File: config.mk
export PLATFORM = sky130hd
export DESIGN_NAME = tdq_cell
export DESIGN_NICKNAME = d
export VERILOG_FILES = /design/src/rtl/timed_release_delay_queue_macros.svh /design/src/rtl/tdq_pkg.sv /design/src/rtl/tdq_cell.sv
export SDC_FILE = /design/constraint.sdc
export NUM_CORES = 1
export LEC_CHECK = 0
export BUFFER_PORTS_ARGS = -buffer_cell sky130_fd_sc_hd__buf_2
export CORE_MARGIN = 2
export CORE_UTILIZATION = 43
export CTS_CLUSTER_SIZE = 8
export DETAILED_ROUTE_END_ITERATION = 8
export PLACE_DENSITY = 0.83
export SYNTH_ARGS = -nofsm -noshare
export SYNTH_HDL_FRONTEND = slang
export SYNTH_SLANG_ARGS = --single-unit
File: constraint.sdc
create_clock -name clock -period 5.5 [get_ports clock]
set_input_delay 0.825 -clock clock [delete_from_list [all_inputs] [get_ports clock]]
set_output_delay 0.825 -clock clock [all_outputs]
set_load 0.05 [all_outputs]
File: src/rtl/timed_release_delay_queue_macros.svh
// Assertion macros for the timed release delay queue.
// Used by the top level; needs a clock named clock and a reset named reset in scope.
`ifndef TIMED_RELEASE_DELAY_QUEUE_MACROS_SVH
`define TIMED_RELEASE_DELAY_QUEUE_MACROS_SVH
`ifndef SYNTH
`define TRDQ_ASSERT_IMP(lbl, ante, cons) \
   lbl: assert property (@(posedge clock) disable iff (reset) (ante) |-> (cons)) \
      else $error("timed_release_delay_queue: check failed");
`define TRDQ_ASSERT_NEXT(lbl, ante, cons) \
   lbl: assert property (@(posedge clock) disable iff (reset) (ante) |=> (cons)) \
      else $error("timed_release_delay_queue: check failed");
`else
`define TRDQ_ASSERT_IMP(lbl, ante, cons)
`define TRDQ_ASSERT_NEXT(lbl, ante, cons)
`endif
`endif

File: src/rtl/tdq_pkg.sv
// Shared types and codes for the timed release delay queue.
// No dependencies; used by tdq_cell and timed_release_delay_queue.
package tdq_pkg;

   localparam logic [1:0] ACT_INSERT  = 2'd0;
   localparam logic [1:0] ACT_RELEASE = 2'd1;
   localparam logic [1:0] ACT_CLEAR   = 2'd2;

   localparam logic [2:0] KIND_ACCEPTED   = 3'd0;
   localparam logic [2:0] KIND_REFUSED    = 3'd1;
   localparam logic [2:0] KIND_RELEASED   = 3'd2;
   localparam logic [2:0] KIND_NONE_READY = 3'd3;
   localparam logic [2:0] KIND_CLEARED    = 3'd4;

   typedef enum logic [1:0] {
      CELL_HOLD,
      CELL_INSERT,
      CELL_POP,
      CELL_CLEAR
   } cell_op_type;

   typedef struct packed {
      logic valid;
      logic ge;
      logic rdy;
   } cell_flags_type;

   typedef enum logic {
      ST_IDLE,
      ST_RELEASE
   } state_type;

endpackage

File: src/rtl/tdq_cell.sv
// One slot of the sorted chain: holds a tag, a time and an occupied bit.
// Depends on tdq_pkg; instantiated in a row by timed_release_delay_queue.
module tdq_cell import tdq_pkg::*; #(
   parameter int TAG_BITS  = 16,
   parameter int TIME_BITS = 32
) (
   input  logic                 clock,
   input  logic                 reset,
   input  cell_op_type          op,
   input  logic [TIME_BITS-1:0] key,
   input  logic [TAG_BITS-1:0]  new_tag,
   input  logic [TIME_BITS-1:0] new_time,
   input  logic                 prev_ge,
   input  logic                 prev_valid,
   input  logic [TAG_BITS-1:0]  prev_tag,
   input  logic [TIME_BITS-1:0] prev_time,
   input  logic                 next_valid,
   input  logic [TAG_BITS-1:0]  next_tag,
   input  logic [TIME_BITS-1:0] next_time,
   output cell_flags_type       flags,
   output logic [TAG_BITS-1:0]  tag,
   output logic [TIME_BITS-1:0] time_val
);

   logic                 valid_ff, valid_in;
   logic [TAG_BITS-1:0]  tag_ff, tag_in;
   logic [TIME_BITS-1:0] time_ff, time_in;

   assign flags.valid = valid_ff;
   assign flags.ge    = !valid_ff || (time_ff >= key);
   assign flags.rdy   = valid_ff && (time_ff <= key);
   assign tag         = tag_ff;
   assign time_val    = time_ff;

   always_comb begin
      valid_in = valid_ff;
      tag_in   = tag_ff;
      time_in  = time_ff;
      case (op)
         CELL_INSERT: begin
            if (flags.ge && !prev_ge) begin
               valid_in = 1'b1;
               tag_in   = new_tag;
               time_in  = new_time;
            end else if (flags.ge) begin
               valid_in = prev_valid;
               tag_in   = prev_tag;
               time_in  = prev_time;
            end
         end
         CELL_POP: begin
            valid_in = next_valid;
            tag_in   = next_tag;
            time_in  = next_time;
         end
         CELL_CLEAR: begin
            valid_in = 1'b0;
         end
         default: begin
         end
      endcase
   end

   always_ff @(posedge clock) begin
      if (reset) begin
         valid_ff <= 1'b0;
      end else begin
         valid_ff <= valid_in;
      end
   end

   always_ff @(posedge clock) begin
      tag_ff  <= tag_in;
      time_ff <= time_in;
   end

endmodule
### Yosys cells after proc, flatten, opt, wreduce, memory -nomap -nowiden

Index checks and enable logic that the tools add are counted.

* logic and storage cells: 27
* input port bits: 183
* flip-flop bits (word level): 49

* equality and inequality tests: 4
* reduce and logical (&&, ||, !) cells: 9
* order comparisons: 2
* muxes and demuxes: 9

Operators by type and width (number)
* 2-to-1 mux 32 bit: 2
* case mux 32 bit (2 select lines): 1
* >= comparator 32 bit: 1
* less-or-equal comparator 32 bit: 1
* 2-to-1 mux 16 bit: 2
* case mux 16 bit (2 select lines): 1
* == test 2 bit, second input constant: 2
* AND reduction 2 bit: 2
* != test 3 bit, second input constant: 1
* case mux 1 bit (3 select lines): 1
* nonzero test 3 bit: 1
* == test 2 x 1 -> 1 bit, second input constant: 1
* logical AND 1 bit: 2
* logical NOT 1 bit: 2
* 2-to-1 mux 1 bit: 2
* nonzero test 2 bit: 1
* logical OR 1 bit: 1

### Depth between registers and ports, before layout

Gate-level depths: netlist of run 1.

* word-level depth: 5
* depth in mapped cells: 10

### Worst setup path after synthesis of run 1

Ideal clock, no wire load.

* kind: input port to flip-flop
* start point: input port key[13]
* end point: register tag_ff[0] (netlist: tag[0]) (enable)
* stages on the path: 8
* slack: 0.624 ns
* data required time: 5.036 ns
* library setup time: 0.464 ns
* data arrival time: 4.413 ns
* path through: inv_1 > ha_1 > nand4_2 > nor4_2 > a21boi_1 > o311a_4 > o21ai_0 > o21bai_1

* word-level cells in the longest chain between the ends: 5

RTL lines
* start: declaration: line tdq_cell.sv:10 `input logic [TIME_BITS-1:0] key,`
* >= comparator 32 bit *: line tdq_cell.sv:30 `assign flags.ge = !valid_ff || (time_ff >= key);`
* logical OR 1 bit *: line tdq_cell.sv:30
* logical AND 1 bit: line tdq_cell.sv:41 `if (flags.ge && !prev_ge) begin`
* != test 3 bit (no source line) *
* AND reduction 2 bit (no source line) *
* end signal: assignment: line tdq_cell.sv:73 `tag_ff <= tag_in;`
* end: declaration: line tdq_cell.sv:26 `logic [TAG_BITS-1:0] tag_ff, tag_in;`

Mark *: on every way between the ends. The rest lies on a longest branch, timed or not.
A chain may end at the register's enable or synchronous reset.

### Worst setup path after layout of run 1

* start point: input port key[13]
* end point: register time_ff[10] (netlist: time_val[10]) (enable)

* word-level cells in the longest chain between the ends: 5

RTL lines
* >= comparator 32 bit *: line tdq_cell.sv:30
* logical OR 1 bit *: line tdq_cell.sv:30
* logical AND 1 bit: line tdq_cell.sv:41
* != test 3 bit (no source line) *
* AND reduction 2 bit (no source line) *
* end signal: assignment: line tdq_cell.sv:74 `time_ff <= time_in;`
* end: declaration: line tdq_cell.sv:27 `logic [TIME_BITS-1:0] time_ff, time_in;`

Marks and branches as above.

==> results of run 1 <==
flip-flops by register name (all words and copies together), names as in the netlist:
register	count
valid_ff	1
tag	16
time_val	32
layer usage:
metal | vias up | global-route usage | routed length [um]
met5 | - | 0 | 0
met4 | 0 | 0.0619 | 131
met3 | 12 | 0.0446 | 727
met2 | 140 | 0.395 | 5370
met1 | 1467 | 0.203 | 3450
li1 | 1536 | - | -
path summary, 6_finish.rpt:
kind	from	end	depth (start not counted)
setup / recovery	key[13]	time_val[10]$_DFFE_PP_	10
hold / removal	valid_ff$_SDFFE_PP0P_	valid_ff$_SDFFE_PP0P_	3
setup reg to reg	time_val[13]$_DFFE_PP_	time_val[10]$_DFFE_PP_	8
hold reg to reg	valid_ff$_SDFFE_PP0P_	valid_ff$_SDFFE_PP0P_	3
power groups by stage:
stage | registers [W] | clock network [W] | logic [W]
floorplan | 0.000601 | 0 | 0.000183
global placement | 0.000483 | 0 | 0.000418
detailed placement | 0.000485 | 0 | 0.000431
CTS | 0.000476 | 0.000216 | 0.000432
global route | 0.000480 | 0.000230 | 0.000461
finish | 0.000476 | 0.000210 | 0.000427
cell families (layout without fill, tap and decap cells):
| kind of cell | count (synthesis) | count (layout) | synth area share |
|---|---|---|---|
| mux | 96 | 96 | 0.317 |
| other cells | 0 | 1 | 0 |
| compound gates | 30 | 30 | 0.0567 |
| simple gates | 35 | 35 | 0.0522 |
| flops | 49 | 49 | 0.401 |
| buf+inv | 47 | 279 | 0.0628 |
| fa+ha+maj | 32 | 32 | 0.110 |
Yosys cell counts:
cell / count
mux2_2: 76
edfxtp_1: 48
inv_1: 35
ha_1: 32
mux2_4: 20
a21oi_1: 13
nand2_1: 8
nand4_1: 6
nor2_1: 6
clkbuf_1: 5
nand3_1: 5
o21ai_0: 5
buf_4: 3
buf_12: 2
nand2b_1: 2
nor2b_1: 2
nor3_1: 2
a211oi_1: 1
a21boi_1: 1
a21o_1: 1
a221o_1: 1
a221oi_1: 1
a31oi_1: 1
and4_1: 1
buf_2: 1
buf_6: 1
dfxtp_1: 1
nand4_2: 1
nor4_1: 1
nor4_2: 1
o211ai_1: 1
o21a_1: 1
o21ai_4: 1
o21bai_1: 1
o311a_4: 1
o31a_1: 1
metrics by stage:
| stage | total power (W) | util | setup slack, ns | cells |
|---|---|---|---|---|
| after floorplan | 0.000785 | - | 0.624 | 289 |
| after global placement | 0.000901 | 0.594 | 1.61 | 618 |
| after detailed placement | 0.000916 | 0.594 | 1.52 | 618 |
| after CTS | 0.00112 | 0.605 | 1.84 | 626 |
| after global routing | 0.00117 | 0.605 | 1.65 | 627 |
| final | 0.00111 | 0.605 | 1.87 | 627 |
cell type report:
| type | instances | share of cell area |
|---|---|---|
| Tap cell | 105 | 0.0264 |
| Timing Repair Buffer | 236 | 0.239 |
| Multi-Input combinational cell | 193 | 0.396 |
| Inverter | 35 | 0.0264 |
| Sequential cell | 49 | 0.294 |
| Clock inverter | 3 | 0.00352 |
| Antenna cell | 1 | 0.000503 |
| Clock buffer | 5 | 0.0138 |
critical path: stages:
cell	delay, ns
buf_2	0.08
inv_1	0.04
ha_1	0.30
nand4_2	0.15
nor4_2	0.42
a21boi_1	0.28
o311a_4	0.24
o21ai_0	0.17
o21bai_4	0.64
buf_4	0.44
==> impl_metrics.toml, run 1 <==
[status]
status = "finished, final reports clean"

[logic_synthesis]
synthTopCellsByArea = "edfxtp_1 (40%), mux2_2 (23%), ha_1 (11%)"
synth_seq_cells = 49
yosysSeqAreaShare = 0.401
yosysTopAreaCellShare = 0.396
synth_cells = 289
synth.cell_area_um2 = 3640
ys_types = 36
synth.net_count = 504
synth.avg_cell_area_um2 = 12.6
synth_top_area_cell = "edfxtp_1"
yosys_warnings = 0

[grt]
gr-total-overflow = 0
grt_pass1_vias = 3137
track_usage = 0.199
grt_pass1_wl_mm = 13.9
antenna_found_initial = 2
grt_max_degree = 50

[power]
p_clk_frac = 0.189
peakVddDrop_v = 0.000104
switchingPower_w = 0.000389
seqPwrFrac = 0.428
sw_frac_of_total = 0.349
power_density_nw_per_um2 = 224
p_int_w = 0.000724
power.share.combinational = 0.384
p_leak_nw = 2.47

[cells_and_area]
design_area_um2 = 4970
final_common_cell = "buf_2"
final_cell_mix = "buf_2 (233), mux2_2 (76), edfxtp_1 (48), inv_1 (35), ha_1 (32)"
final-seq-area_um2 = 1460
drive_gt1_frac = 0.664
final_nets = 735
area_growth_pct = 36.5
nFillCells = 693
multi_input_area_um2 = 1970

[detailed_routing]
wl_per_cell_um = 15.4
drt_pass1_iterations = 4
viasPerCell = 5.03
dr.first_iter.drc_count = 42
drc = 0
vias = 3155
wl_mm = 9.68
ant_nets = 0

[sta]
finalHoldViolCount = 0
max_slew.worst_pin.slew_ns = 0.744
finalSetupTns_ns = 0
holdWs_ns = 0.714
drv_slew = 0
setup_violations = 0
slew_headroom = 0.503
skew_ns = 0.0107
rsz0062_at_grt = "no"
post-route-period-util = 0.660
max_freq_mhz = 275
layout_min_cycle_time_ns = 3.63

[critical_path]
end_kind = "flop"
cp.arrival_ns = 3.60
critical_path_class = "in2reg"
cp.required_ns = 5.47
worstPathMaxFanout = 25
regToRegSetupSlack_ns = 2.08
critPathLaunchType = "input port"

[placement]
placed_cell_area_um2 = 4880
gp_congestion = 0.827
dp_hpwl_mm = 8.04
port_buffers = 233

[floorplanning]
die_w_um = 96.1
initial_core_util = 0.443
fp.dieArea_um2 = 9230
boundaryPins = 234
die_h_um = 96.1
rows = 33
core-area_um2 = 8220

[clocking]
ctsResizeCount = 0
post-cts-setup-buffer-count = 0
cts_tree = "yes"
worstSkewPairLatency_ns = 0.30
htree_levels = 2
cts_buffers = 5
clk_path_buf_depth = 2
cts_root_buffer = "clkbuf_8"
path_clk_slew_ns = 0.08
cts_sinks = 49
cts_hold_buf = 0

[min_path]
hold_class = "reg2reg"

[job]
cap_violations = 0
No activity file was read; power rests on OpenSTA's default activity.
==> run 2, diff against run 1 <==
Settings changed: CORE_UTILIZATION 43 to 39, PLACE_DENSITY 0.83 to 0.8.
Clock period 5.5 ns to 3.22 ns, I/O delays scaled along.
==> run 2 against run 1 <==
Against the previous run:
- first-iteration DRC count grew 7.1%
- wire length shrank 2.7%
- non-clock buffer count grew 5
- critical endpoint is now flags[0]
- register-to-register slack lost 1.7 ns
- final area grew 2.5%
==> impl_metrics.toml, run 2 (synthesis results as in run 1) <==
[grt]
track_usage = 0.178
antenna_found_initial = 0
grt_max_degree = 30
grt_pass1_vias = 3179
grt_pass1_wl_mm = 14.3
gr-total-overflow = 0

[sta]
layout_min_cycle_time_ns = 3.05
setup_violations = 0
finalSetupTns_ns = 0
max_slew.worst_pin.slew_ns = 0.365
finalHoldViolCount = 0
post-route-period-util = 0.948
slew_headroom = 0.757
holdWs_ns = 0.394
rsz0062_at_grt = "no"
drv_slew = 0
skew_ns = 0.00803
max_freq_mhz = 328

[min_path]
min_delay_path_depth = 2
min-delay-start = "prev_valid"
hold_class = "in2reg"
whs_endpoint = "valid_ff$_SDFFE_PP0P_"

[floorplanning]
core-area_um2 = 9150
die_w_um = 101
rows = 35
die_h_um = 101
boundaryPins = 234
initial_core_util = 0.398
fp.dieArea_um2 = 10100

[critical_path]
r2r_start = "time_val[23]$_DFFE_PP_"
worstPathMaxFanout = 4
cp.required_ns = 2.74
regToRegSetupSlack_ns = 0.39
end_kind = "output port"
reg2reg_to = "tag[15]$_DFFE_PP_"
critPathLaunchType = "flop"
critPathLaunch = "time_val[7]$_DFFE_PP_"
cp.arrival_ns = 2.57
critical_path_class = "reg2out"
worstRegToRegCells = 8

[power]
p_total_w = 0.00196
peakVddDrop_v = 0.000209
power_density_nw_per_um2 = 386
p_leak_nw = 2.51

[clocking]
cts_sinks = 49
ctsResizeCount = 0
htree_levels = 2
worstSkewPairLatency_ns = 0.31
post-cts-setup-buffer-count = 0
clk_path_buf_depth = 2
cts_tree = "yes"
cts_hold_buf = 0
path_clk_slew_ns = 0.10
cts_buffers = 5
cts_root_buffer = "clkbuf_8"

[placement]
gp_congestion = 0.831
dp_hpwl_mm = 7.95
port_buffers = 233

[detailed_routing]
wl_per_cell_um = 14.8
ant_nets = 0
dr.first_iter.drc_count = 45
vias = 3143
drc = 0
viasPerCell = 4.93
wl_mm = 9.41
drt_pass1_iterations = 4

[cells_and_area]
nFillCells = 796
final_nets = 740
final_common_cell = "buf_2"
drive_gt1_frac = 0.675
final_cell_mix = "buf_2 (233), mux2_2 (76), edfxtp_1 (48), inv_1 (35), ha_1 (29)"
largest_reg_flops = 32
area_growth_pct = 39.9
antenna_cells = 0

[job]
cap_violations = 0

[status]
status = "finished, final reports clean"
==> run 2: changes by cell type in the layout (fill, tap and decap cells not counted), sizes merged <==
| cell | previous run | this run |
|---|---|---|
| clkinvlp | 1 | 0 |
| clkinv | 2 | 1 |
| clkbuf | 5 | 6 |
| buf | 236 | 241 |
| inv | 35 | 36 |
| diode | 1 | 0 |
==> run 2: layout make-up <==
cell class,count,area (um^2),area share
tap,111,139,0.0273
timing repair buffer,241,1250,0.246
clock inverter,2,17.5,0.00344
multi-input combinational,193,2010,0.395
inverter,35,131,0.0258
clock buffer,6,82.6,0.0162
sequential,49,1460,0.287
==> run 2: report_power, final <==
group | internal, W | switching (W)
combinational | 0.000318 | 0.000431
clock | 0.000179 | 0.000226
sequential | 0.000783 | 0.0000291
total | 0.00128 | 0.000686
==> run 2: worst max-delay path: stages (launching register included) <==
cell,delay [ns]
edfxtp_1,0.41
ha_1,0.31
a21oi_1,0.16
o21ai_0,0.11
a221o_1,0.33
o311a_4,0.41
o21a_1,0.17
nor2_1,0.07
buf_2,0.28
==> run 2: metal layers <==
metal / GRT usage / vias to the layer above / part of all wire
met1: 0.189 / 1449 / 0.38
li1: - / 1541 / -
met4: 0.0590 / 0 / 0.021
met2: 0.345 / 135 / 0.54
met3: 0.0374 / 18 / 0.066
met5: 0 / - / 0
==> run 2: worst max-delay path by stage <==
stage,cells past startpoint,slack [ns],end
detailed placement,10,0.18,tag[15]$_DFFE_PP_
CTS,8,0.15,flags[0]
finish,8,0.17,flags[0]
floorplan,7,0.004,tag[0]$_DFFE_PP_
global placement,10,0.25,time_val[15]$_DFFE_PP_
global route,8,0.04,flags[0]
==> run 2: per-stage QoR <==
| step | cell area (um^2) | std cells | setup WS (ns) | utilization |
|---|---|---|---|---|
| 6_report | 5100 | 637 | 0.169 | 0.557 |
| 5_1_grt | 5100 | 637 | 0.0408 | 0.557 |
| 4_1_cts | 5100 | 637 | 0.151 | 0.557 |
| 3_5_place_dp | 5000 | 629 | 0.177 | 0.546 |
| 3_3_place_gp | 5000 | 629 | 0.246 | 0.546 |
| 2_1_floorplan | 3700 | 289 | 0.00370 | - |
